**src/rtl/dsss_ram.sv**
```systemverilog
module dsss_ram #(
  parameter int WIDTH = 32,
  parameter int DEPTH = 72
) (
  input  logic                     clk,
  input  logic                     we,
  input  logic [$clog2(DEPTH)-1:0] waddr,
  input  logic [WIDTH-1:0]         wdata,
  input  logic [$clog2(DEPTH)-1:0] raddr,
  output logic [WIDTH-1:0]         rdata
);

  logic [WIDTH-1:0] mem [DEPTH];

  always_ff @(posedge clk) begin
    if (we) begin
      mem[waddr] <= wdata;
    end
    rdata <= mem[raddr];
  end

endmodule

```
**config.mk**
```make
export PLATFORM = sky130hd
export DESIGN_NAME = dsss_ram
export DESIGN_NICKNAME = d
export VERILOG_FILES = /design/src/rtl/dsss_ram.sv
export SDC_FILE = /design/constraint.sdc
export NUM_CORES = 2
export LEC_CHECK = 0
export ABC_CLOCK_PERIOD_IN_PS = 4050
export BUFFER_PORTS_ARGS = -buffer_cell sky130_fd_sc_hd__buf_4
export CAP_MARGIN = 20
export CORE_MARGIN = 2
export CORE_UTILIZATION = 63
export DETAILED_ROUTE_END_ITERATION = 12
export GPL_TIMING_DRIVEN = 0
export HOLD_SLACK_MARGIN = 0.06
export PLACE_DENSITY_LB_ADDON = 0.08
export SLEW_MARGIN = 20
export SYNTH_ARGS = -nofsm -noshare
export SYNTH_HDL_FRONTEND = slang
export SYNTH_SLANG_ARGS = --single-unit
```
**constraint.sdc**
```tcl
create_clock -name clk -period 4.05 [get_ports clk]
set_input_delay 0.6075 -clock clk [delete_from_list [all_inputs] [get_ports clk]]
set_output_delay 0.6075 -clock clk [all_outputs]
set_load 0.01 [all_outputs]
```
## Word level (Yosys, flattened, before mapping)

Memories as Yosys holds them, arrays and structs flattened. A register that Yosys moved wholly into a read port is not among the register bits.
Cells that the tools add are included.

| cells by class | value |
|---|---|
| muxes and demuxes | 2 |

Operators with widths:

| operator | count |
|---|---|
| 1-bit two-way mux | 2 |

| storage, ports and cells | value |
|---|---|
| register bits after elaboration | 0 |
| RAM bits | 2304 |
| input bits | 48 |
| output and inout port bits | 32 |
| logic and storage cells | 3 |
| memories kept | 1 |

Memories:

| memory | words | bits a word | read ports | clocked after memory_dff | write ports | RTL line | source |
|---|---|---|---|---|---|---|---|
| mem | 72 | 32 | 1 | 1 | 1 | 13 | `logic [WIDTH-1:0] mem [DEPTH];` |

## Depth between registers and ports, before layout

| logic depth | value |
|---|---|
| word-level depth | 2 |
| depth in mapped cells | 10 |

## Least setup slack after synthesis

Ideal clock, no wire load.

| path | value |
|---|---|
| path kind | input to register |
| start point | input waddr[5] |
| end point | memory mem[24][0] (enable) |
| library setup time | 0.461 ns |
| arrival | 3.315 ns |
| data required time | 3.589 ns |
| path slack | 0.274 ns |
| cell stages on the path | 4 |
| cells stage by stage | nor2_1 and3_1 nand3b_1 nor3_1 |

RTL lines:

| element | RTL line | source |
|---|---|---|
| from (decl) | 7 | `input logic [$clog2(DEPTH)-1:0] waddr,` |
| to (decl) | 13 |  |

No word-level cell before the write port.

==> flow_summary.yaml <==
run_status:
  status: "finished, violations left"
  failed_checks: "setup timing"
setup_path:
  required_ps: 4720
  slowest_stage: "a211oi_1"
  cp-end-kind: "register"
  cpPeakStageDelay_ps: 850
  crit_chain: "buf_4 > clkbuf_1 > buf_2 > clkbuf_2 > nand2_1 > nor3_1 > nor4_1 > a211oi_1"
  critical_path_class: "in2reg"
  worstPathArrival_ps: 4760
  path_buf_inv: 4
  path_max_fanout: 10
  r2r_setup_slack_ps: 1380
  worst_setup_path_start_kind: "input pin"
  crit_family: "buffers and inverters"
clock_tree:
  clk_pin_slew_ps: 70
  cts_max_level: 4
  post_cts_buffers: 0
  cts.root.buffer_cell: "clkbuf_16"
  clock-sinks: 2336
  cts_resized: 0
  cts_tree: "yes"
  clk_latency_ps: 890
  numCtsBuffers: 220
  hold_buffers: 0
  cts_buffer_depth: 3
drt:
  wl_per_cell_um: 43.5
  dr.pass1.iters: 6
  vias_per_cell: 7.39
  ant_nets: 0
  drt_wl_total_um: 276000
  first_iter_violations: 9568
  vias: 46900
  drc: 0
sta:
  max_freq_mhz: 245
  finalSetupViolCount: 1
  slew_headroom_pct: 13.8
  timing.final.hold_violations: 0
  drv_slew: 0
  rsz0062_at_grt: "no"
  layout_setup_ws_ps: -39.4
  min_period_ps: 4090
  timing.final.crit_share_pct: 101
  fin_skew_ps: 46.5
  worst_pin_slew_ps: 1290
flow_run:
  cap_violations: 0
place:
  dp_hpwl_um: 179000
  pre_cts_slack_ps: -539
  gp_congestion: 0.896
  port_buffers: 75
power:
  vdd.ir_drop.worst_v: 0.000425
  leakagePower_nw: 32.4
  p_per_area_mw_per_mm2: 484
floorplanning:
  num_rows: 137
  core_mm2: 0.140
  dieHeight_um: 379
  ios: 80
  die_x_um: 379
  die_area_mm2: 0.144
  initial_core_util_pct: 63.5
synthesis:
  synth_cells: 3817
  yosysSeqAreaShare_pct: 78.7
  syn_area_mm2: 0.0887
  synthDistinctLibCells: 42
  netlist_top_cells_area: "edfxtp_1, mux4_2, mux2_2"
  yosys_warnings: 0
  async_flop_share_pct: 0
  ys_ff_latch: 2336
  synth_edf_count: 2304
  syn-num-nets: 3865
  yosysTopAreaCellShare_pct: 78.0
  syn_avg_cell_area_um2: 23.2
  synth_ff_type: "edfxtp_1"
  yosysTopAreaCell: "edfxtp_1"
cells_and_area:
  layout.cells.most_common_list: "edfxtp_1, mux4_2, clkbuf_16"
  drive_above_1_share_pct: 32.1
  syn_to_final_growth_pct: 15.9
  fillers: 7593
  final_common_cell: "edfxtp_1"
  fin_util_pct: 73.6
  fin_nets: 4314
global_route:
  grt-ovfl-total: 0
  grt_antenna_before_repair: 13
  grt_pass1_vias: 45400
  grt_pass1_wl_um: 371000
  grt_usage_pct: 39.2
  grt_max_degree: 73
hold_path:
  hold_class: "in2reg"
-- synthesized netlist by cell type (10+ instances only) --
cell      count
a22oi_1      92
buf_2        63
nand2_1      46
edfxtp_1   2304
clkbuf_1     77
mux2i_1     119
nor2_1       84
dfxtp_1      32
o22ai_1      57
nand2b_1     10
nor3_1       18
a211oi_1     35
nand3_1      32
buf_6        10
a221oi_1     11
nor2b_1      23
o21ai_0      14
a21oi_1      19
mux4_2      555
mux2_2      109
buf_1        12
buf_4        43
-- worst paths after layout --
path	start	endpoint	cells after the start
worst max-delay path	raddr[4]	rdata[17]	8
worst min-delay path	wdata[13]	mem[49][13]	1
worst max register to register	mem[60][9]	rdata[9]	5
worst min register to register	mem[71][15]	rdata[15]	3
-- worst register-to-register path: stages (launching register included) --
cell	delay [ps]
edfxtp_1	400
mux4_2	530
a22oi_1	280
a21oi_1	140
a221oi_1	620
o21ai_1	460
-- per-stage QoR --
stage          cells  TNS (ps)  power, W  hold WS, ps  instance area (um2)
5_1_grt         6334         0    0.0507          323               103000
6_report        6339     -39.4    0.0498          307               103000
3_3_place_gp    5768  -3093510    0.0298          861                91600
4_1_cts         6334         0    0.0497          303               103000
2_1_floorplan   3817         0    0.0285          706                88700
3_5_place_dp    5920     -3660    0.0299          864                95800
-- cell families (layout without fill, tap and decap cells) --
family	Yosys count	count (layout)	share of synthesized area [%]
AOI/OAI and AO/OA	257	257	2.04
buffers and inverters	206	847	1.23
and+or+nand+nor	235	235	1.22
muxes	783	783	16.8
other	0	5	0
DFF	2336	2336	78.7
-- layer usage --
layer / routed length (um) / GRT usage [%] / vias to the layer above
met4: 15800 / 18.2 / 8
met3: 45700 / 15.4 / 881
li1: - / - / 17300
met5: 58 / 0 / -
met2: 121000 / 56.3 / 4329
met1: 93400 / 53.7 / 24400
-- report_power, final --
group          switching [W]  internal (W)
clock network        0.00902        0.0113
logic                0.00188      0.000905
registers          0.0000338        0.0267
-- registers in the layout, summed over array words and instances (netlist names) --
name and cells:
mem 2304, rdata 32
-- layout make-up --
class / count / area [um2] / area share [%]
tap: 1876 / 2350 / 2.28
antenna: 5 / 12.5 / 0.0122
multi-input combinational: 1275 / 18400 / 17.9
sequential: 2336 / 69800 / 67.9
buffer: 205 / 1110 / 1.08
inverter: 1 / 3.75 / 0.00365
clock inverter: 130 / 1070 / 1.04
timing repair buffer: 227 / 4120 / 4.00
clock buffer: 284 / 5980 / 5.81
Power figures use the tool's default switching activity.
